[config.mk]
export PLATFORM = sky130hd
export DESIGN_NAME = sbc_coef_ram
export DESIGN_NICKNAME = d
export VERILOG_FILES = /design/src/rtl/core/sbc_coef_ram.sv
export SDC_FILE = /design/constraint.sdc
export NUM_CORES = 1
export LEC_CHECK = 0
export CORE_ASPECT_RATIO = 1.2
export CORE_MARGIN = 2
export CORE_UTILIZATION = 35
export DETAILED_ROUTE_END_ITERATION = 10
export DONT_BUFFER_PORTS = 1
export HOLD_SLACK_MARGIN = 0.1
export PLACE_DENSITY = 0.6
export SLEW_MARGIN = 20
export SYNTH_ARGS = -nofsm -noshare
export SYNTH_HDL_FRONTEND = slang
export SYNTH_SLANG_ARGS = --single-unit
[constraint.sdc]
create_clock -name clk -period 4.75 [get_ports clk]
set_clock_uncertainty 0.2 [all_clocks]
set_input_delay 0 -clock clk [delete_from_list [all_inputs] [get_ports clk]]
set_output_delay 0 -clock clk [all_outputs]
set_load 0.1 [all_outputs]
[src/rtl/core/sbc_coef_ram.sv]
// Coefficient memory: one write port, one registered read port, per-entry
// written flags so untouched entries read back as their reset value upstream.
module sbc_coef_ram #(
  parameter int unsigned DEPTH = 40,
  parameter int unsigned AW    = 6
) (
  input  logic               clk,
  input  logic               rst,
  input  logic               we,
  input  logic [AW-1:0]      waddr,
  input  logic signed [31:0] wdata,
  input  logic               re,
  input  logic [AW-1:0]      raddr,
  output logic signed [31:0] rdata,
  output logic               rvalid
);

  logic signed [31:0] mem [DEPTH];
  logic [DEPTH-1:0]   written;

  always_ff @(posedge clk) begin
    if (we) begin
      mem[waddr] <= wdata;
    end
    if (re) begin
      rdata <= mem[raddr];
    end
  end

  always_ff @(posedge clk) begin
    if (rst) begin
      written <= '0;
      rvalid  <= 1'b0;
    end else begin
      if (we) begin
        written[waddr] <= 1'b1;
      end
      if (re) begin
        rvalid <= written[raddr];
      end
    end
  end

endmodule

---- After elaboration in Yosys (flattened, before gate mapping) ----
Memories as Yosys holds them, arrays and structs flattened. A register that Yosys moved wholly into a read port is not among the register bits.
Cells that the tools add are included.
storage, ports and cells
  word-level logic and storage cells ...... 14
  memories ................................ 1
  register bits ........................... 41
  output and inout bits ................... 33
  input bits .............................. 48
  RAM bits ................................ 1280
memory list
  name  words  width  read ports  clocked after Yosys merged registers in  write ports  line  text
  mem   40     32     1           1                                        1            18    logic signed [31:0] mem [DEPTH];
operators by class
  muxes and demuxes ....................... 6
  reduce and logical (&&, ||, !) cells .... 1
  order comparisons ....................... 3
  bitwise gates (word level) .............. 1
operators with widths
  operator                                                    count
  bitwise OR 40 bit                                           1
  less-than comparator 6 x 7 -> 1 bit, second input constant  2
  binary-select mux 1 bit (select 6 bit)                      1
  demux 1 bit (select 6 bit)                                  1
  >= comparator 6 x 1 -> 1 bit, second input constant         1
  two-way mux 1 bit                                           4
  logical AND 1 bit                                           1

---- Depth between registers and ports, before layout ----
Gate-level depths: netlist of the first run.
  depth after elaboration ................. 5
  mapped depth ............................ 10
  mapped depth without buffers ............ 5

---- Worst setup path after synthesis of the first run ----
No wires, ideal clock.
  path type ............................... input to register
  start ................................... in waddr[5]
  end ..................................... mem mem[18][0], enable pin
  data required time ...................... 4.087 ns
  library setup time ...................... 0.463 ns
  path slack .............................. 1.425 ns
  arrival time ............................ 2.662 ns
  stages on the path ...................... 3
  buffers on the path ..................... 0
  cells stage by stage .................... nor3b_1 > nand3_1 > nor3_1
RTL lines
  what                line  text
  start: declaration  10    input logic [AW-1:0] waddr,
  end: declaration    18
No word-level cell before the write port.

==> flow_metrics.env, run 1 <==
export IMPL_cpMaxStageDelayCell="dlygate4sd3_1"
export IMPL_start_util_pct=35.2
export IMPL_max_cap_violations=0
export IMPL_fin_crit_ns=4.25
export IMPL_yosys_most_used_dff="edfxtp_1"
export IMPL_ys_seq_area_share_pct=77.0
export IMPL_pwr_share_comb_pct=5.2
export IMPL_ys_ff_latch=1353
export IMPL_gp_congestion=0.773
export IMPL_grt_pass1_vias=26700
export IMPL_root_buffer="clkbuf_16"
export IMPL_die_width_microns=357
export IMPL_ys_types=60
export IMPL_synthCells=2582
export IMPL_finalSetupViolations=0
export IMPL_cts_tree="yes"
export IMPL_hold_path_endpoint="mem[18][12]$_DFFE_PP_"
export IMPL_ff2ff_path_depth=6
export IMPL_irDropWorstVdd_mv=0.313
export IMPL_critical_path_class="input pin to flip-flop"
export IMPL_core_area_sq_um=148000
export IMPL_fin_cells=4890
export IMPL_drt_total_wl_microns=138000
export IMPL_intPower_uw=18700
export IMPL_via_per_inst=5.38
export IMPL_clockPowerShare_pct=38.7
export IMPL_fin_util_pct=41.2
export IMPL_grtUsageTotal_pct=18.1
export IMPL_pwr_share_seq_pct=56.1
export IMPL_grt_max_degree=216
export IMPL_avgSynthCellArea_sq_um=20.2
export IMPL_outcome="finished, final reports clean"
export IMPL_worst_pin_slew_ns=1.17
export IMPL_place_ws_ns=2.00
export IMPL_drt_pass1_iterations=6
export IMPL_die_h_microns=427
export IMPL_gr_total_overflow=0
export IMPL_htreeDepth=3
export IMPL_yosysWarnings=0
export IMPL_dieArea_sq_um=152000
export IMPL_rsz0062_at_grt="no"
export IMPL_dp_hpwl_microns=72200
export IMPL_vias=26300
export IMPL_critPathLaunchType="input pin"
export IMPL_timing_slew_headroom_pct=22.2
export IMPL_min_from="wdata[12]"
export IMPL_fill_cells=12900
export IMPL_portBuffers=0
export IMPL_timing_rr_end="rdata[20]$_DFFE_PP_"
export IMPL_setup_tns_ns=0
export IMPL_reg2reg_setup_slack_ns=1.26
export IMPL_antenna_left=0
export IMPL_grt_first_pass_wirelength_microns=197000
export IMPL_antenna_found_initial=4
export IMPL_p_leak_uw=0.0195
export IMPL_hp_class="input pin to flip-flop"
export IMPL_swShare_pct=21.9
export IMPL_endpoint_kind="flip-flop"
export IMPL_cts_buffers_inserted=118
export IMPL_drtIter0Drc=2871
export IMPL_cp_arrival_ns=4.66
export IMPL_fin_area_sq_um=61100
export IMPL_syn_cell_area_sq_um=52200
export IMPL_cts_buffer_depth=3
export IMPL_wl_per_cell_microns=28.3
export IMPL_async_flop_share_pct=0
export IMPL_drive_gt1_share_pct=20.5
export IMPL_path_cells="dlygate4sd3_1 > or2_1 > buf_4 > nor2_4 > buf_4 > a221oi_1 > dlygate4sd3_1 > o211ai_1 > dlygate4sd3_1 > o31ai_1 > dlygate4sd3_1"
export IMPL_power_per_cell_area_nw_per_um2=391
export IMPL_timing_fmax_ghz=0.235
export IMPL_synth_nets=2630
export IMPL_postPlaceCellArea_sq_um=54400
export IMPL_final_nets=2874
export IMPL_drcViolationCount=0
export IMPL_hold_depth=3
export IMPL_critical_path_max_stage_delay_ns=1.22
export IMPL_layout_setup_ws_ns=0.504
export IMPL_post_cts_buffers=0
export IMPL_area_growth_pct=17.0
export IMPL_clkLatencyLatePin_ns=0.76
export IMPL_critPathRequiredTime_ns=5.17
export IMPL_path_max_fanout=30
export IMPL_slew_viol_final=0
export IMPL_io_pins=81
export IMPL_period_share_pct=89.4
export IMPL_critPathMostFrequentCell="dlygate4sd3_1"
export IMPL_power_net_switching_uw=5250
export IMPL_dp_cells=4450
export IMPL_rows=155
export IMPL_r2r_start="mem[33][20]$_DFFE_PP_"
export IMPL_cts_sinks=1353
export IMPL_timing_hold_violations_final=0
export IMPL_synth_edf_count=1312
export IMPL_path_clk_slew_ns=0.07
==> Yosys cell counts, drive strengths merged (18+ instances only) <==
cell,n,area [sq um]
clkbuf,35,131
mux4,201,4560
o22ai,32,200
a22oi,65,488
nor2b,28,175
and2,18,113
mux2,32,360
a221oi,19,166
nand3,20,100
a211oi,19,148
nand2,50,188
dfxtp,41,821
mux2i,234,2340
edfxtp,1312,39400
o31ai,22,245
buf,116,922
nor2,147,552
nor3,37,190
o211ai,18,135
a21oi,31,155
==> cell type report <==
cell class | instances | area, sq um | share of cell area, %
Sequential cell | 1353 | 40200 | 65.8
Multi-Input combinational cell | 1077 | 11300 | 18.5
Timing Repair Buffer | 275 | 3460 | 5.65
Clock buffer | 147 | 3100 | 5.07
Tap cell | 1962 | 2450 | 4.02
Clock inverter | 71 | 586 | 0.958
Antenna cell | 4 | 10.0 | 0.0164
Inverter | 1 | 3.75 | 0.00614
==> per-stage QoR <==
step	hold slack, ns	power [uW]
4_1_cts	0.101	24100
5_1_grt	0.126	24600
6_report	0.116	23900
3_3_place_gp	-0.109	14300
2_1_floorplan	-0.101	14300
3_5_place_dp	-0.104	14300
==> layout by cell type, fill, tap and decap left out, types with 18 or more instances in the layout <==
cell type	count
o211ai_1	18
nor2b_1	28
a221oi_1	19
nand2_1	49
nand3_1	20
mux2i_1	234
mux2_2	32
clkbuf_16	118
nor3_1	34
clkinv_1	28
buf_12	69
buf_4	56
nor2_4	39
a21oi_1	31
a22oi_1	65
a211oi_1	18
clkbuf_1	25
and2_1	18
o22ai_1	32
dfxtp_1	41
nor2_1	108
mux4_2	193
clkinv_2	23
dlygate4sd3_1	140
edfxtp_1	1312
==> metal layers <==
metal / part of all wire [%] / up-vias / GRT usage, %
li1: - / 11100 / -
met1: 40 / 14000 / 23.4
met2: 50 / 1023 / 30.3
met3: 7.1 / 182 / 3.84
met4: 2.9 / 0 / 6.01
met5: 0 / - / 0
==> worst max path at each step <==
stage                            to  cells after the start  startpoint
4_1_cts          rdata[5]$_DFFE_PP_                     10    raddr[2]
3_3_place_gp    rdata[12]$_DFFE_PP_                      6    raddr[1]
3_5_place_dp    rdata[28]$_DFFE_PP_                      6    raddr[1]
5_1_grt          rdata[1]$_DFFE_PP_                     11    raddr[4]
6_report         rdata[1]$_DFFE_PP_                     11    raddr[4]
2_1_floorplan  mem[18][0]$_DFFE_PP_                      3    waddr[5]
==> power groups by stage <==
stage          clock network (uW)  registers [uW]  logic [uW]
5_1_grt                      9850           13400        1310
6_report                     9260           13400        1250
2_1_floorplan                   0           13700         658
3_5_place_dp                    0           13700         643
4_1_cts                      9410           13400        1250
3_3_place_gp                    0           13700         640
==> what timing repair did <==
item	CTS	global route
hold buffers	213	3
endpoints found under the setup margin	0	0
resized for setup	0	0
endpoints found under the hold margin	2248	4
==> kinds of logic (layout without fill, tap and decap cells) <==
kind of cell | after synthesis | count (layout) | share of synthesized area [%]
mux | 467 | 467 | 13.9
flops | 1353 | 1353 | 77.0
other cells | 0 | 4 | 0
simple gates | 333 | 333 | 3.07
compound gates | 277 | 277 | 4.01
buf+inv | 152 | 494 | 2.02
==> sequential cells by signal, summed over array words and instances, names as in the netlist <==
name / cells
rdata: 32
mem: 1280
rvalid: 1
written: 40
==> worst max-delay path, delay by kind of cell <==
| family | cells | cell delay, ns |
|---|---|---|
| AOI/OAI and AO/OA | 3 | 0.68 |
| buffers and inverters | 6 | 3.73 |
| and+or+nand+nor | 2 | 0.23 |
No activity file was read; power rests on OpenSTA's default activity.
==> inputs of run 2 (changes only) <==
Settings changed: GPL_TIMING_DRIVEN set to 0, PLACE_DENSITY 0.6 to 0.62.
Clock period 4.75 ns to 3.5 ns, I/O delays scaled along.
==> run 2 against run 1 <==
  * Critical path depth unchanged
  * Sequential share of layout area decreased by 1.6 points
  * Power grew 38%
  * Largest cell class unchanged
  * First-iteration DRC count is 2.3% higher
  * Combinational power up 55%
  * Wire length up 4.4%
  * Clock power up 39%
  * Sequential cell count unchanged
==> flow_metrics.env, run 2 (synthesis results as in run 1) <==
export IMPL_antenna_found_initial=7
export IMPL_cpMaxStageDelayCell="dlygate4sd3_1"
export IMPL_p_leak_uw=0.0201
export IMPL_root_buffer="clkbuf_16"
export IMPL_path_clk_slew_ns=0.07
export IMPL_mostFrequentLayoutCell="edfxtp_1"
export IMPL_drcViolationCount=0
export IMPL_start_util_pct=35.2
export IMPL_top_regs="mem: 1280 flops, written: 40 flops, rdata: 32 flops"
export IMPL_die_width_microns=357
export IMPL_drtIter0Drc=2936
export IMPL_cts_tree="yes"
export IMPL_cts_sinks=1353
export IMPL_dp_cells=4621
export IMPL_critical_path_max_stage_delay_ns=0.60
export IMPL_path_max_fanout=10
export IMPL_endpoint_kind="flip-flop"
export IMPL_drt_total_wl_microns=144000
export IMPL_power_per_cell_area_nw_per_um2=527
export IMPL_dieArea_sq_um=152000
export IMPL_drt_pass1_iterations=6
export IMPL_largest_reg_flops=1280
export IMPL_holdWs_ns=0.107
export IMPL_max_cap_violations=0
export IMPL_gp_congestion=0.845
export IMPL_area_growth_pct=20.0
export IMPL_timing_fmax_ghz=0.305
export IMPL_place_ws_ns=0.122
export IMPL_critPathRequiredTime_ns=3.77
export IMPL_post_cts_buffers=0
export IMPL_cp_arrival_ns=3.56
export IMPL_grt_pass1_vias=27600
export IMPL_wl_per_cell_microns=28.9
export IMPL_htreeDepth=3
export IMPL_via_per_inst=5.42
export IMPL_final_nets=2973
export IMPL_fin_cells=4983
export IMPL_layout_setup_ws_ns=0.217
export IMPL_critical_path_class="input pin to flip-flop"
export IMPL_grtUsageTotal_pct=18.9
export IMPL_antenna_left=0
export IMPL_fin_crit_ns=3.28
export IMPL_outcome="finished, final reports clean"
export IMPL_vias=27000
export IMPL_fin_util_pct=42.3
export IMPL_critPathLaunchType="input pin"
export IMPL_fill_cells=12700
export IMPL_timing_slew_headroom_pct=21.0
export IMPL_slew_viol_final=0
export IMPL_portBuffers=0
export IMPL_grt_first_pass_wirelength_microns=204000
export IMPL_drive_gt1_share_pct=23.4
export IMPL_io_pins=81
export IMPL_mostFrequentLayoutCells="1312 x edfxtp_1, 234 x mux2i_1, 193 x mux4_2"
export IMPL_cts_buffers_inserted=116
export IMPL_timing_hold_violations_final=0
export IMPL_finalSetupViolations=0
export IMPL_core_area_sq_um=148000
export IMPL_rows=155
export IMPL_finalPower_uw=33100
export IMPL_period_share_pct=93.8
export IMPL_die_h_microns=427
export IMPL_rsz0062_at_grt="no"
export IMPL_path_cells="dlygate4sd3_1 > buf_4 > buf_4 > buf_2 > mux4_2 > a22oi_1 > nand3_1 > nand2_1 > dlygate4sd3_1 > a31oi_1 > dlygate4sd3_1"
export IMPL_critPathMostFrequentCell="dlygate4sd3_1"
export IMPL_gr_total_overflow=0
export IMPL_worst_pin_slew_ns=1.18
export IMPL_regMostFlops="mem"
export IMPL_irDropWorstVdd_mv=0.420
export IMPL_cts_buffer_depth=3
export IMPL_multi_input_area_sq_um=11300
export IMPL_dp_hpwl_microns=95200
export IMPL_seqCellArea_sq_um=40200
export IMPL_grt_max_degree=41
export IMPL_clkLatencyLatePin_ns=0.75
export IMPL_hp_class="input pin to flip-flop"
## run 2: routing by layer
layer,global-route usage (%),vias up,part of all wire (%)
met5,0,-,0.019
met4,7.98,4,4.4
met3,3.29,265,7.1
met2,32.2,1195,50
met1,23.6,14200,38
li1,-,11300,-
## run 2: final timing paths
path                             from                  endpoint  slack (ns)  depth (start not counted)
min reg2reg  written[36]$_SDFFE_PP0P_  written[36]$_SDFFE_PP0P_        0.27                          2
max reg2reg       rvalid$_SDFFE_PP0P_       rvalid$_SDFFE_PP0P_        0.39                          7
min                         wdata[14]     mem[26][14]$_DFFE_PP_        0.11                          3
max                          raddr[1]       rdata[30]$_DFFE_PP_        0.22                         11
## run 2: repair_timing
action	CTS	global route
hold endpoints to repair	2492	0
hold buffers	148	0
resized for setup	0	0
## run 2: metrics by stage
stage | setup TNS (ns) | instance area [sq um]
4_1_cts | 0 | 62700
2_1_floorplan | 0 | 52200
6_report | 0 | 62700
3_5_place_dp | 0 | 56800
5_1_grt | 0 | 62700
3_3_place_gp | -1329.54 | 54700
## run 2: layout make-up
class / instances / area share (%)
well taps: 1962 / 3.92
flip-flops and latches: 1353 / 64.2
plain buffers: 151 / 1.68
clock buffers: 142 / 4.82
diodes: 3 / 0.0120
inverters: 1 / 0.00599
multi-input cells: 1077 / 17.9
repair buffers: 225 / 6.28
clock inverters: 69 / 1.19
## run 2: power breakdown
group | switching [uW] | leakage, uW | total (uW) | internal (uW)
clock | 5840 | 0.00182 | 12900 | 7100
combinational | 1180 | 0.00617 | 1940 | 762
sequential | 284 | 0.0122 | 18200 | 17900
## run 2: critical path, delay by kind of cell
family	cells	cell delay (ns)
AO/OA/AOI/OAI	2	0.31
buffers and inverters	6	2.65
multiplexers	1	0.40
AND/OR/NAND/NOR	2	0.19
