## config.mk

```make
export PLATFORM = sky130hd
export DESIGN_NAME = sbc_state_ram
export DESIGN_NICKNAME = d
export VERILOG_FILES = /design/src/rtl/core/sbc_pkg.sv /design/src/rtl/core/sbc_state_ram.sv
export SDC_FILE = /design/constraint.sdc
export NUM_CORES = 1
export LEC_CHECK = 0
export BUFFER_PORTS_ARGS = -buffer_cell sky130_fd_sc_hd__buf_2
export CAP_MARGIN = 20
export CORE_ASPECT_RATIO = 0.75
export CORE_MARGIN = 2
export CORE_UTILIZATION = 40
export CTS_BUF_LIST = sky130_fd_sc_hd__clkbuf_4 sky130_fd_sc_hd__clkbuf_8 sky130_fd_sc_hd__clkbuf_16
export DETAILED_ROUTE_END_ITERATION = 8
export HOLD_SLACK_MARGIN = 0.05
export PLACE_DENSITY = 0.6
export SYNTH_ARGS = -nofsm -noshare
export SYNTH_HDL_FRONTEND = slang
export SYNTH_SLANG_ARGS = --single-unit
```

## constraint.sdc

```tcl
create_clock -name clk -period 5.8 [get_ports clk]
set_input_delay 0.87 -clock clk [delete_from_list [all_inputs] [get_ports clk]]
set_output_delay 0.87 -clock clk [all_outputs]
set_load 0.01 [all_outputs]
```

## src/rtl/core/sbc_pkg.sv

```systemverilog
// Shared types, constants and saturation helpers for the slewed biquad cascade.
// No dependencies; sbc_state_ram and the cascade top refer to it by scoped names.
package sbc_pkg;

  localparam int unsigned NUM_COEFS = 5;

  localparam logic [1:0] REG_ACTIVE = 2'd0;
  localparam logic [1:0] REG_RATE   = 2'd1;
  localparam logic [1:0] REG_LEVEL  = 2'd2;

  localparam logic MODE_SAMPLE = 1'b0;
  localparam logic MODE_COEF   = 1'b1;

  localparam logic [2:0] SEL_B0   = 3'd0;
  localparam logic [2:0] SEL_A2   = 3'd4;
  localparam logic [2:0] SEL_GAIN = 3'd5;

  localparam logic signed [31:0] ONE_Q26   = 32'sd67108864;
  localparam logic [16:0]        RATE_ONE  = 17'd65536;
  localparam logic [15:0]        LEVEL_MAX = 16'd32768;
  localparam logic [16:0]        RATE_RESET  = 17'd3277;
  localparam logic [15:0]        LEVEL_RESET = 16'd16384;

  localparam logic signed [31:0] LIMIT8_POS = 32'sd4194304;
  localparam logic signed [31:0] LIMIT8_NEG = -32'sd4194304;

  typedef struct packed {
    logic signed [23:0] s1;
    logic signed [23:0] s2;
  } sbc_state_t;

  function automatic logic signed [31:0] sat32(input logic signed [41:0] v);
    logic signed [41:0] hi;
    logic signed [41:0] lo;
    hi = 42'sd2147483647;
    lo = -42'sd2147483648;
    if (v > hi) return 32'sh7FFFFFFF;
    else if (v < lo) return 32'sh80000000;
    else return v[31:0];
  endfunction

  function automatic logic signed [23:0] clip4(input logic signed [41:0] v);
    logic signed [41:0] hi;
    logic signed [41:0] lo;
    hi = 42'sd2097152;
    lo = -42'sd2097152;
    if (v > hi) return 24'sd2097152;
    else if (v < lo) return -24'sd2097152;
    else return v[23:0];
  endfunction

  function automatic logic signed [23:0] sat24(input logic signed [51:0] v);
    logic signed [51:0] hi;
    logic signed [51:0] lo;
    hi = 52'sd8388607;
    lo = -52'sd8388608;
    if (v > hi) return 24'sh7FFFFF;
    else if (v < lo) return 24'sh800000;
    else return v[23:0];
  endfunction

endpackage

```

## src/rtl/core/sbc_state_ram.sv

```systemverilog
// Per-section filter state memory (s1, s2) with registered read.
// Uses sbc_pkg::sbc_state_t; a bulk clear drops every entry back to zero.
module sbc_state_ram #(
  parameter int unsigned DEPTH = 8,
  parameter int unsigned AW    = 3
) (
  input  logic                clk,
  input  logic                rst,
  input  logic                clear_all,
  input  logic                we,
  input  logic [AW-1:0]       waddr,
  input  sbc_pkg::sbc_state_t wdata,
  input  logic                re,
  input  logic [AW-1:0]       raddr,
  output sbc_pkg::sbc_state_t rdata
);

  sbc_pkg::sbc_state_t mem [DEPTH];
  logic [DEPTH-1:0]    written;

  always_ff @(posedge clk) begin
    if (we) begin
      mem[waddr] <= wdata;
    end
    if (re) begin
      rdata <= written[raddr] ? mem[raddr] : '0;
    end
  end

  always_ff @(posedge clk) begin
    if (rst || clear_all) begin
      written <= '0;
    end else if (we) begin
      written[waddr] <= 1'b1;
    end
  end

endmodule

```

* After elaboration in Yosys (flattened, before gate mapping) *
Memory sizes are Yosys's and may differ from the RTL's. A register that Yosys moved wholly into a read port is not among the register bits.
Cells that the tools add are included.

word-level totals
  output and inout bits = 48
  logic and storage cells = 15
  register bits after elaboration = 8
  bits of input ports = 59
  memories kept = 1
  memory bits (writable) = 384

cells by class
  order comparisons = 3
  reductions and logical operators = 3
  bitwise logic cells = 1
  mux-type cells = 6

memory list
  name  depth  bits a word  read ports  clocked after Yosys merged registers in  write ports  line                 RTL
  mem   8      48           1           1                                        1            sbc_state_ram.sv:18  sbc_pkg::sbc_state_t mem [DEPTH];

operators by type and width
  operator              number
  $lt A3 B4 Y1 const B  2
  $or A8 B8 Y8          1
  $mux W1               4
  $bmux W1 S3           1
  $demux W1 S3          1
  $ge A3 B1 Y1 const B  1
  $logic_and A1 B1 Y1   1
  $logic_not A1 Y1      1
  $logic_or A1 B1 Y1    1

* Logic depth before layout (Yosys ltp) *
Gate-level depths: netlist (run 1).

  depth after elaboration = 5
  gate-level depth with buffers = 6
  gate-level depth less buffers = 3

* Worst setup path after synthesis (run 1) *
No wires, ideal clock.

  path kind = input to register
  start = input port waddr[2]
  end = memory mem[0][0] (netlist bit) (enable)
  setup slack = 0.906 ns
  buffers on the path = 0
  cell stages on the path = 2
  required time = 5.284 ns
  setup time = 0.516 ns
  arrival = 4.378 ns
  cells stage by stage = nand2b_1 > nor3_1

RTL lines
  element      line                 RTL
  from (decl)  sbc_state_ram.sv:11  input logic [AW-1:0] waddr,
  to (decl)    sbc_state_ram.sv:18

Straight into the memory's write port.

* Worst setup path in the final report (run 1) *
  start = input port raddr[0]
  end = register rdata[5] (netlist name)

on the way
  word-level cells in the longest chain between the ends = 3

ends and longest elaborated chain
  element                            line                 RTL
  from (decl)                        sbc_state_ram.sv:14  input logic [AW-1:0] raddr,
  $bmux W1 S3                        sbc_state_ram.sv:26  rdata <= written[raddr] ? mem[raddr] : '0;
  $mux W1 (implied by the code)      sbc_state_ram.sv:26
  $logic_not A1 Y1 (no source line)  --

Several ways; a longest one is shown, not always the timed one. The select of a mux whose other input is x is not followed.
A chain may end at the register's enable or synchronous reset.

==> impl_summary.log, run 1 <==
[metrics] remaining routing DRC violations: 0
[metrics] number of DRC markers after the initial detailed-route iteration: 508
[metrics] number of max-slew violations in the final report: 0
[metrics] Worst Path Buf+Inv: 2
[metrics] number of routed nets with antenna violations: 0
[metrics] combinational share of power: 4.8%
[metrics] unrepaired setup endpoints after global routing: no
[metrics] sequential group share of total power: 54.7%
[metrics] WP depth: 5
[metrics] shortest clock period the worst path allows after layout: 2.933 ns
[metrics] main area contributors after synthesis: edfxtp_1 80%, mux4_2 14%, mux2i_1 3.0%
[metrics] floorplan die height: 178.9 um
[metrics] fraction of met1 tracks used by global routing: 21.69%
[metrics] capture instance of the worst register-to-register path: rdata[5]$_SDFFCE_PN0P_
[metrics] CP endpoint: rdata[5]$_SDFFCE_PN0P_
[metrics] post-synth top area share: 79.50%
[metrics] total number of nets in the final design: 879
[metrics] Pwr per Cell Area: 350.7 mW/mm2
[metrics] post-CTS setup repair buffer count: 0
[metrics] met3 capacity usage during global routing: 3.649%
[metrics] Critical Path Sink Type: flip-flop
[metrics] CP max stage cell: mux2i_4
[metrics] gr busiest metal: met2
[metrics] launch point of the worst path: raddr[0]
[metrics] Post-Place Cell Area: 0.01752 mm2
[metrics] number of cells traversed by the worst register-to-register path: 4
[metrics] outcome: finished, final reports clean
[metrics] Synth Warn #: 0
[metrics] global-route congestion overflow total: 0
[metrics] critical register-to-register path startpoint: written[5]$_SDFFE_PP0P_
[metrics] area leader, netlist: edfxtp_1
[metrics] maximum number of pins on one net before global-route repair: 58
[metrics] fmax: 340.9 MHz
[metrics] sum of routed wire length over all layers: 32.46 mm
[metrics] clock tree from TritonCTS: done
[metrics] CTS max path bufs: 3
[metrics] share of layout cells above drive strength 1: 34.78%
[metrics] number of nets in the synthesized netlist: 749
[metrics] number of buffers inserted during clock tree synthesis: 41
[metrics] skew final: 0.01579 ns
[metrics] critical path class: in2reg
[metrics] vias in the first global route: 7392
[metrics] number of top-level pins: 107
[metrics] maximum capacitance violations: 0
[metrics] detail-routed net length per standard cell: 23.45 um
[metrics] M2 GR Usage: 24.79%
[metrics] share of total power in the clock network: 40.6%
[metrics] number of register bits inferred by synthesis: 440
[metrics] delay of the slowest cell on the worst path: 0.66 ns
[metrics] vias post-DR: 7157
[metrics] Final Hold Slack: 0.4672 ns
[metrics] PostCTS Resize Cnt: 0
[metrics] Setup crit start kind: input port
[metrics] final count of negative-setup-slack endpoints: 0
[metrics] average instance area after synthesis: 23.65 um2
[metrics] Clk Latency, worst-skew pair: 0.54 ns
[metrics] Final Cycle Share: 50.57%
[metrics] summed area of non-filler cells in the final layout: 0.01889 mm2
[metrics] antenna violations before repair: 7
[metrics] static leakage: 6.285 nW
[metrics] initial core utilization: 40.27%
[metrics] Avg Vias per Cell: 5.171
[metrics] die span in x: 237.2 um
[metrics] R2R Setup Slk: 3.35 ns
[metrics] Gate Count Post-Synth: 690
[metrics] gp weighted congestion: 0.6784
[metrics] HPWL after detailed placement: 16.40 mm
[metrics] number of buffers added to fix hold violations after cts: 0
[metrics] internal power contribution: 0.005295 W
[metrics] net switching share of the total power: 20.08%
[metrics] peak supply drop: 0.0002032 V
[metrics] Worst Hold Class: reg2reg
[metrics] relative area change from synthesis to final layout: 15.78%
[metrics] All-Layer GR Usage: 15.45%
[metrics] Crit path required time: 6.07 ns
[metrics] total negative slack: 0 ns
[metrics] buffer type at the clock tree root: clkbuf_16
[metrics] CP cell instances: buf_6 > mux4_2 > mux2i_4 > buf_4 > nor2_1
[metrics] number of I/O port buffers: 106
[metrics] number of clock sinks: 440
[metrics] critical path data arrival time: 3.20 ns
[metrics] TritonRoute pass-1 iters: 5
[metrics] sequential-to-total area share from yosys stat: 80.48%
[metrics] Fin. Hold Viols: 0
[metrics] slew at the pin closest to its max-slew limit: 0.9582 ns
[metrics] count of distinct cell types in the synthesized netlist: 14
[metrics] Core Footprint: 0.04052 mm2
[metrics] switching power summed over all nets: 0.001330 W
[metrics] family with the most delay on the worst path: multiplexers
[metrics] cell area after synthesis: 0.01632 mm2
[metrics] die area: 0.04244 mm2
[metrics] maximum level of the CTS H-tree: 2
[metrics] critical-path maximum fanout: 31
[metrics] first-pass GRT wire length: 47.91 mm
[metrics] Worst-path clk slew: 0.07 ns
[metrics] headroom to the max-slew limit: 35.97%
[metrics] number of standard-cell rows in the floorplan: 64
registers in the layout (all words and copies together) (netlist names):
| name | flops |
|---|---|
| rdata | 48 |
| mem | 384 |
| written | 8 |
kinds of logic (layout without fill, tap and decap cells):
kind of cell / after synthesis / in the layout / synth area share [%]
other cells: 0 / 5 / 0
buf+inv: 33 / 194 / 1.127
compound gates: 8 / 8 / 0.3681
flops: 440 / 440 / 80.48
mux: 147 / 147 / 16.53
simple gates: 62 / 62 / 1.488
cell type report:
class	count	area, um2
Timing Repair Buffer	120	661.9
Tap cell	528	660.6
Fill cell	3375	21630
Antenna cell	5	12.51
Clock buffer	61	1265
Clock inverter	13	91.34
Multi-Input combinational cell	217	3068
Sequential cell	440	13130
power groups by stage:
stage          clock [W]  sequential (W)  combinational (W)
6_report         0.00269         0.00362           0.000316
5_1_grt          0.00287         0.00363           0.000345
4_1_cts          0.00276         0.00362           0.000325
3_5_place_dp           0         0.00369           0.000324
3_3_place_gp           0         0.00369           0.000319
2_1_floorplan          0         0.00370           0.000185
per-stage QoR:
step / setup WS [ns] / util [%] / power [W] / cells
floorplan: 0.9065 / - / 0.003880 / 690
global placement: 2.296 / 43.20 / 0.004009 / 1304
detailed placement: 2.246 / 43.25 / 0.004016 / 1305
CTS: 2.813 / 46.59 / 0.006706 / 1379
global route: 2.714 / 46.59 / 0.006845 / 1379
finish: 2.867 / 46.62 / 0.006626 / 1384
synth_stat cells:
library cell and instances:
buf_1 3, buf_2 15, buf_4 7, buf_6 2, clkbuf_1 6, dfxtp_1 8, edfxtp_1 432, mux2i_1 49
mux4_2 98, nand2_1 2, nand2b_1 3, nor2_1 55, nor3_1 2, o21a_1 8
layout by cell type (no fill, tap or decap), types with 6 or more instances in the layout:
cell | netlist | routed
buf_2 | 15 | 102
buf_4 | 7 | 16
clkbuf_16 | 0 | 45
clkbuf_4 | 0 | 13
dfxtp_1 | 8 | 8
edfxtp_1 | 432 | 432
mux2i_1 | 49 | 48
mux4_2 | 98 | 98
nor2_1 | 55 | 49
nor2_4 | 0 | 6
o21a_1 | 8 | 8
routing by layer:
metal	up-vias	part of all wire (%)	routed length [um]
li1	3145	-	-
met1	3783	45	14500
met2	183	48	15520
met3	42	6.0	1951
met4	4	1.5	471
met5	-	0.059	19
worst min path at each step:
stage | from | to | cells past startpoint
floorplan | written[4]$_SDFFE_PP0P_ | written[4]$_SDFFE_PP0P_ | 1
global placement | written[7]$_SDFFE_PP0P_ | written[7]$_SDFFE_PP0P_ | 1
detailed placement | written[1]$_SDFFE_PP0P_ | written[1]$_SDFFE_PP0P_ | 1
CTS | written[7]$_SDFFE_PP0P_ | written[7]$_SDFFE_PP0P_ | 1
global route | written[7]$_SDFFE_PP0P_ | written[7]$_SDFFE_PP0P_ | 1
finish | written[7]$_SDFFE_PP0P_ | written[7]$_SDFFE_PP0P_ | 1
worst reg2reg max path, stage by stage (launching register included):
cell and delay (ns):
dfxtp_1 0.32, mux4_2 0.49, mux2i_4 0.66, buf_4 0.58, nor2_1 0.14
Note: power is estimated with default switching activity, not from simulation.
==> run 2, diff against run 1 <==
--- a/config.mk
+++ b/config.mk
@@ -13,7 +13,7 @@
 export CTS_BUF_LIST = sky130_fd_sc_hd__clkbuf_4 sky130_fd_sc_hd__clkbuf_8 sky130_fd_sc_hd__clkbuf_16
 export DETAILED_ROUTE_END_ITERATION = 8
 export HOLD_SLACK_MARGIN = 0.05
-export PLACE_DENSITY = 0.6
+export PLACE_DENSITY = 0.62
 export SYNTH_ARGS = -nofsm -noshare
 export SYNTH_HDL_FRONTEND = slang
 export SYNTH_SLANG_ARGS = --single-unit
==> constraint.sdc (replaced) <==
create_clock -name clk -period 2.4 [get_ports clk]
set_input_delay 0.36 -clock clk [delete_from_list [all_inputs] [get_ports clk]]
set_output_delay 0.36 -clock clk [all_outputs]
set_load 0.01 [all_outputs]
==> run 2 against run 1 <==
  * Die area did not move
  * Sequential share of layout area shrank 0.98 points
  * Global-route usage up 0.46 points
  * Final cell count up 0.65%
  * Critical path depth down 1
  * Count of clock-buffer cells in the layout decreased by 7
  * Highest routed layer unchanged
==> impl_summary.log, run 2 (synthesized netlist as in run 1, its figures left out) <==
[metrics] Worst Path Buf+Inv: 1 (was 2)
[metrics] floorplan die height: 178.9 um (unchanged)
[metrics] HPWL after detailed placement: 18.33 mm (was 16.40 mm)
[metrics] die span in x: 237.2 um (unchanged)
[metrics] critical path data arrival time: 1.93 ns (was 3.20 ns)
[metrics] most common library cell in the layout ignoring fill and taps: edfxtp_1 (unchanged)
[metrics] maximum capacitance violations: 0 (unchanged)
[metrics] global-route congestion overflow total: 0 (unchanged)
[metrics] outcome: finished, final reports clean (unchanged)
[metrics] static leakage: 6.405 nW (was 6.285 nW)
[metrics] fillers: 3310 (was 3375)
[metrics] flip-flop count of the largest register after layout: 384 (unchanged)
[metrics] first-pass GRT wire length: 49.42 mm (was 47.91 mm)
[metrics] gp weighted congestion: 0.6917 (was 0.6784)
[metrics] post-CTS setup repair buffer count: 0 (unchanged)
[metrics] shortest clock period the worst path allows after layout: 1.661 ns
[metrics] Fin. Hold Viols: 0 (unchanged)
[metrics] Final Cycle Share: 69.20%
[metrics] number of DRC markers after the initial detailed-route iteration: 669 (was 508)
[metrics] final setup slack of the worst path: 0.7392 ns (was 2.867 ns)
[metrics] antenna violations before repair: 4 (was 7)
[metrics] Critical Path Sink Type: flip-flop (unchanged)
[metrics] critical path class: reg2reg (was in2reg)
[metrics] buffer type at the clock tree root: clkbuf_16 (unchanged)
[metrics] maximum level of the CTS H-tree: 2 (unchanged)
[metrics] number of standard-cell rows in the floorplan: 64 (unchanged)
[metrics] critical-path maximum fanout: 15 (was 31)
[metrics] relative area change from synthesis to final layout: 17.44% (was 15.78%)
[metrics] number of max-slew violations in the final report: 0 (unchanged)
[metrics] Worst Hold Class: in2reg (was reg2reg)
[metrics] total negative slack: 0 ns (unchanged)
[metrics] Final Hold Slack: 0.07702 ns (was 0.4672 ns)
[metrics] final core occ: 47.29% (was 46.62%)
[metrics] vias in the first global route: 7723 (was 7392)
[metrics] delay of the slowest cell on the worst path: 0.50 ns (was 0.66 ns)
[metrics] number of buffers inserted during clock tree synthesis: 42 (was 41)
[metrics] most frequent cells in the layout: 432 x edfxtp_1, 102 x buf_2, 98 x mux4_2, 49 x nor2_1, 48 x mux2i_1 (unchanged)
[metrics] summed area of non-filler cells in the final layout: 0.01916 mm2 (was 0.01889 mm2)
[metrics] Clk Latency, worst-skew pair: 0.55 ns (was 0.54 ns)
[metrics] Setup crit start kind: flip-flop (was input port)
[metrics] Pwr per Cell Area: 833.8 mW/mm2 (was 350.7 mW/mm2)
[metrics] maximum number of pins on one net before global-route repair: 43 (was 58)
[metrics] Worst-path clk slew: 0.06 ns (was 0.07 ns)
[metrics] clock tree from TritonCTS: done (unchanged)
[metrics] headroom to the max-slew limit: 52.66% (was 35.97%)
[metrics] share of layout cells above drive strength 1: 35.42% (was 34.78%)
[metrics] family with the most delay on the worst path: multiplexers (unchanged)
[metrics] CP cell instances: mux4_2 > mux2i_4 > buf_4 > nor2_1 (was buf_6 > mux4_2 > mux2i_4 > buf_4 > nor2_1)
[metrics] die area: 0.04244 mm2 (unchanged)
[metrics] total number of nets in the final design: 896 (was 879)
[metrics] number of clock sinks: 440 (unchanged)
[metrics] slew at the pin closest to its max-slew limit: 0.7075 ns (was 0.9582 ns)
[metrics] Most flops, register: mem (unchanged)
[metrics] Core Footprint: 0.04052 mm2 (unchanged)
[metrics] fmax: 602.1 MHz
[metrics] PostCTS Resize Cnt: 0 (unchanged)
[metrics] All-Layer GR Usage: 15.91% (was 15.45%)
[metrics] number of top-level pins: 107 (unchanged)
[metrics] Setup Slack @ Placement: 0.4769 ns (was 2.246 ns)
[metrics] biggest registers after layout: mem (384), rdata (48), written (8) (unchanged)
[metrics] unrepaired setup endpoints after global routing: no (unchanged)
[metrics] skew final: 0.02419 ns (was 0.01579 ns)
[metrics] Post-Place Cell Area: 0.01784 mm2 (was 0.01752 mm2)
[metrics] CP max stage cell: mux4_2 (was mux2i_4)
[metrics] detail-routed net length per standard cell: 23.60 um (was 23.45 um)
[metrics] peak supply drop: 0.0005058 V (was 0.0002032 V)
[metrics] number of buffers added to fix hold violations after cts: 0 (unchanged)
[metrics] sum of routed wire length over all layers: 32.87 mm (was 32.46 mm)
[metrics] Avg Vias per Cell: 5.216 (was 5.171)
[metrics] CTS max path bufs: 3 (unchanged)
[metrics] number of I/O port buffers: 106 (unchanged)
[metrics] initial core utilization: 40.27% (unchanged)
[metrics] Crit path required time: 2.67 ns (was 6.07 ns)
[metrics] number of routed nets with antenna violations: 0 (unchanged)
[metrics] remaining routing DRC violations: 0 (unchanged)
[metrics] final count of negative-setup-slack endpoints: 0 (unchanged)
[metrics] vias post-DR: 7266 (was 7157)
[metrics] TritonRoute pass-1 iters: 6 (was 5)
run 2: cell types whose count changed in the layout (fill, tap and decap cells not counted), sizes merged:
cell and delta:
buf +16, clkbuf -7, diode -4, clkinv +2, bufinv +2
run 2: report_power, final:
| part | switching [W] | leakage, nW | total [W] | internal [W] |
|---|---|---|---|---|
| clock | 0.00269 | 0.660 | 0.00640 | 0.00372 |
| combinational | 0.000452 | 1.70 | 0.000816 | 0.000365 |
| sequential | 0.0000589 | 4.05 | 0.00876 | 0.00870 |
run 2: through the flow:
stage                     std cells  total power [W]
after floorplan                 690         0.009375
after global placement         1321         0.009736
after detailed placement       1321         0.009758
after CTS                      1392          0.01617
after global routing           1393          0.01653
final                          1393          0.01598
run 2: final timing paths:
| path | from | to | slack (ns) | cells past startpoint |
|---|---|---|---|---|
| setup / recovery | written[5]$_SDFFE_PP0P_ | rdata[34]$_SDFFCE_PN0P_ | 0.74 | 4 |
| hold / removal | wdata[13] | mem[7][13]$_DFFE_PP_ | 0.08 | 1 |
| hold reg to reg | written[6]$_SDFFE_PP0P_ | written[6]$_SDFFE_PP0P_ | 0.46 | 1 |
| setup reg to reg | written[5]$_SDFFE_PP0P_ | rdata[34]$_SDFFCE_PN0P_ | 0.74 | 4 |
run 2: cell type report:
cell class / count / area, um2 / area share [%]
Clock buffer: 54 / 1159 / 6.046
Antenna cell: 1 / 2.502 / 0.01306
Timing Repair Buffer: 136 / 969.7 / 5.060
Tap cell: 528 / 660.6 / 3.448
Multi-Input combinational cell: 217 / 3080 / 16.08
Clock inverter: 17 / 157.7 / 0.8227
Sequential cell: 440 / 13130 / 68.53
run 2: layer usage:
layer  track usage [%]  routed length (um)  part of all wire (%)
met1             22.80               15310                    47
met2             25.04               15310                    47
met3             3.403                1658                   5.0
met4             4.140                 546                   1.7
met5                 0                  38                  0.12
==> run 3, diff against run 2 <==
--- a/config.mk
+++ b/config.mk
@@ -13,7 +13,7 @@
 export CTS_BUF_LIST = sky130_fd_sc_hd__clkbuf_4 sky130_fd_sc_hd__clkbuf_8 sky130_fd_sc_hd__clkbuf_16
 export DETAILED_ROUTE_END_ITERATION = 8
 export HOLD_SLACK_MARGIN = 0.05
-export PLACE_DENSITY = 0.62
+export PLACE_DENSITY = 0.6
 export SYNTH_ARGS = -nofsm -noshare
 export SYNTH_HDL_FRONTEND = slang
 export SYNTH_SLANG_ARGS = --single-unit
==> constraint.sdc (replaced) <==
create_clock -name clk -period 1.6 [get_ports clk]
set_input_delay 0.24 -clock clk [delete_from_list [all_inputs] [get_ports clk]]
set_output_delay 0.24 -clock clk [all_outputs]
set_load 0.01 [all_outputs]
==> run 3 against run 2 <==
  * The run now ends with negative setup slack left
  * Worst setup slack worse by 0.77 ns
  * Count of clock-buffer cells in the layout is 1 lower
  * Largest cell class unchanged
  * Clock skew decreased by 0.0093 ns
  * Sequential share of layout area shrank 3.1 points
  * Final cell count up 5.1%
  * Maximum frequency is 2.1% higher
  * Sequential cell count unchanged
  * Worst hold slack worse by 0.0019 ns
  * Clock power up 52%
  * Sequential power increased by 50%
  * Via count rose by 3.8%
  * Critical path depth up 1
==> impl_summary.log, run 3 (synthesized netlist as in run 1, its figures left out) <==
[metrics] final total power: 0.02429 W (was 0.01598 W)
[metrics] final count of negative-setup-slack endpoints: 44 (was 0)
[metrics] All-Layer GR Usage: 15.63% (was 15.91%)
[metrics] HPWL after detailed placement: 19.22 mm (was 18.33 mm)
[metrics] most frequent cells in the layout: 432 x edfxtp_1, 102 x buf_2, 98 x mux4_2 (was 432 x edfxtp_1, 102 x buf_2, 98 x mux4_2, 49 x nor2_1, 48 x mux2i_1)
[metrics] Worst Hold Class: in2reg (unchanged)
[metrics] flip-flop count of the largest register after layout: 384 (unchanged)
[metrics] Pwr per Cell Area: 1211 mW/mm2 (was 833.8 mW/mm2)
[metrics] number of standard-cell rows in the floorplan: 64 (unchanged)
[metrics] outcome: complete, but fails checks (was finished, final reports clean)
[metrics] multi-input gate area in the final layout: 0.003122 mm2 (was 0.003080 mm2)
[metrics] maximum level of the CTS H-tree: 2 (unchanged)
[metrics] peak supply drop: 0.0007589 V (was 0.0005058 V)
[metrics] unrepaired setup endpoints after global routing: yes (was no)
[metrics] fmax: 614.9 MHz (was 602.1 MHz)
[metrics] vias in the first global route: 7738 (was 7723)
[metrics] critical-path maximum fanout: 18 (was 15)
[metrics] total number of nets in the final design: 965 (was 896)
[metrics] maximum number of pins on one net before global-route repair: 49 (was 43)
[metrics] vias post-DR: 7543 (was 7266)
[metrics] Final Hold Slack: 0.07516 ns (was 0.07702 ns)
[metrics] skew final: 0.01486 ns (was 0.02419 ns)
[metrics] share of total power in the clock network: 40.1% (about the same)
[metrics] dominant cell type by count on the critical path: buf_12
[metrics] flip-flop and latch area: 0.01313 mm2 (about the same)
[metrics] die span in x: 237.2 um (unchanged)
[metrics] number of top-level pins: 107 (unchanged)
[metrics] failing checks: negative setup slack
[metrics] fillers: 3249 (was 3310)
[metrics] final setup slack of the worst path: -0.02640 ns (was 0.7392 ns)
[metrics] Core Footprint: 0.04052 mm2 (unchanged)
[metrics] detail-routed net length per standard cell: 22.54 um (was 23.60 um)
[metrics] Clk Latency, worst-skew pair: 0.55 ns (about the same)
[metrics] number of clock sinks: 440 (unchanged)
[metrics] gp weighted congestion: 0.6989 (was 0.6917)
[metrics] slew at the pin closest to its max-slew limit: 0.4524 ns (was 0.7075 ns)
[metrics] number of buffers inserted during clock tree synthesis: 43 (was 42)
[metrics] internal power contribution: 0.01940 W (was 0.01278 W)
[metrics] CTS max path bufs: 3 (unchanged)
[metrics] shortest clock period the worst path allows after layout: 1.626 ns (was 1.661 ns)
[metrics] Worst-path clk slew: 0.06 ns (about the same)
[metrics] headroom to the max-slew limit: 69.84% (was 52.66%)
[metrics] sequential group share of total power: 54.1% (was 54.8%)
[metrics] critical path class: reg2reg (unchanged)
[metrics] Worst Path Buf+Inv: 2 (was 1)
[metrics] Fin. Hold Viols: 0 (unchanged)
[metrics] buffer type at the clock tree root: clkbuf_16 (unchanged)
[metrics] sum of routed wire length over all layers: 33.00 mm (was 32.87 mm)
[metrics] share of layout cells above drive strength 1: 35.61% (was 35.42%)
[metrics] switching power summed over all nets: 0.004894 W (was 0.003195 W)
[metrics] critical path data arrival time: 1.91 ns (was 1.93 ns)
[metrics] number of DRC markers after the initial detailed-route iteration: 456 (was 669)
[metrics] number of I/O port buffers: 106 (unchanged)
[metrics] number of max-slew violations in the final report: 0 (unchanged)
[metrics] static leakage: 6.821 nW (was 6.405 nW)
[metrics] most common library cell in the layout ignoring fill and taps: edfxtp_1 (unchanged)
[metrics] Setup Slack @ Placement: -0.1845 ns (was 0.4769 ns)
[metrics] CP max stage cell: mux4_2 (unchanged)
[metrics] family with the most delay on the worst path: multiplexers (unchanged)
[metrics] Final Cycle Share: 101.6% (was 69.20%)
[metrics] clock tree from TritonCTS: done (unchanged)
[metrics] remaining routing DRC violations: 0 (unchanged)
[metrics] Crit path required time: 1.89 ns (was 2.67 ns)
[metrics] CP cell instances: mux4_2 > mux2i_4 > buf_12 > buf_12 > nor2_1 (was mux4_2 > mux2i_4 > buf_4 > nor2_1)
[metrics] maximum capacitance violations: 0 (unchanged)
[metrics] die area: 0.04244 mm2 (unchanged)
[metrics] floorplan die height: 178.9 um (unchanged)
[metrics] Avg Vias per Cell: 5.152 (was 5.216)
[metrics] global-route congestion overflow total: 0 (unchanged)
[metrics] initial core utilization: 40.27% (unchanged)
[metrics] Most flops, register: mem (unchanged)
[metrics] Critical Path Sink Type: flip-flop (unchanged)
[metrics] antenna violations before repair: 3 (was 4)
[metrics] TritonRoute pass-1 iters: 4 (was 6)
[metrics] net switching share of the total power: 20.15% (was 20.00%)
[metrics] combinational share of power: 5.8% (was 5.1%)
[metrics] first-pass GRT wire length: 48.96 mm (was 49.42 mm)
[metrics] biggest registers after layout: mem (384), rdata (48), written (8) (unchanged)
[metrics] number of routed nets with antenna violations: 0 (unchanged)
[metrics] Setup crit start kind: flip-flop (unchanged)
[metrics] delay of the slowest cell on the worst path: 0.48 ns (was 0.50 ns)
[metrics] relative area change from synthesis to final layout: 22.98% (was 17.44%)
-- run 3: power by group through the flow --
stage / clock [W] / combinational [W] / sequential, W
floorplan: 0 / 0.000708 / 0.0134
detailed placement: 0 / 0.00133 / 0.0134
finish: 0.00975 / 0.00141 / 0.0131
global route: 0.0105 / 0.00152 / 0.0132
global placement: 0 / 0.00132 / 0.0134
CTS: 0.00997 / 0.00143 / 0.0131
-- run 3: final timing paths --
path / start / end / slack, ns / depth (start not counted)
setup / recovery: written[7]$_SDFFE_PP0P_ / rdata[47]$_SDFFCE_PN0P_ / -0.03 / 5
hold reg to reg: written[0]$_SDFFE_PP0P_ / written[0]$_SDFFE_PP0P_ / 0.45 / 1
hold / removal: re / rdata[44]$_SDFFCE_PN0P_ / 0.08 / 1
setup reg to reg: written[7]$_SDFFE_PP0P_ / rdata[47]$_SDFFCE_PN0P_ / -0.03 / 5
-- run 3: worst register-to-register path: stages, from the launching register on --
cell	delay, ns
dfxtp_2	0.32
mux4_2	0.48
mux2i_4	0.18
buf_12	0.15
buf_12	0.17
nor2_1	0.07
-- run 3: metrics by stage --
step	setup TNS, ns	cells	util [%]	instance area (um2)
final	-0.5790	1464	49.52	20070
after floorplan	-39.32	690	-	16480
after detailed placement	-7.334	1339	44.87	18180
after global placement	-6.266	1339	44.87	18180
after CTS	-0.8512	1461	49.40	20020
after global routing	-2.318	1463	49.52	20060
-- run 3: layout make-up --
cell class                      count  area share (%)
Sequential cell                   440           65.45
Multi-Input combinational cell    217           15.56
Timing Repair Buffer              204           8.935
Clock buffer                       53           5.824
Tap cell                          528           3.292
Clock inverter                     21          0.9290
Antenna cell                        1         0.01247
-- run 3: layer usage --
| layer | share of wire, % | vias up | GRT usage, % |
|---|---|---|---|
| met1 | 47 | 3994 | 22.32 |
| li1 | - | 3324 | - |
| met5 | 0.076 | - | 0 |
| met3 | 6.0 | 42 | 3.880 |
| met4 | 1.1 | 4 | 2.909 |
| met2 | 46 | 179 | 24.77 |
-- run 3: what timing repair did --
action,4_1_cts,5_1_grt
setup endpoints to repair,30,48
resized for setup,0,2
setup buffers,0,1
pin swaps,0,0
hold buffers,48,0
endpoints found under the hold margin,384,0
gates cloned,0,1
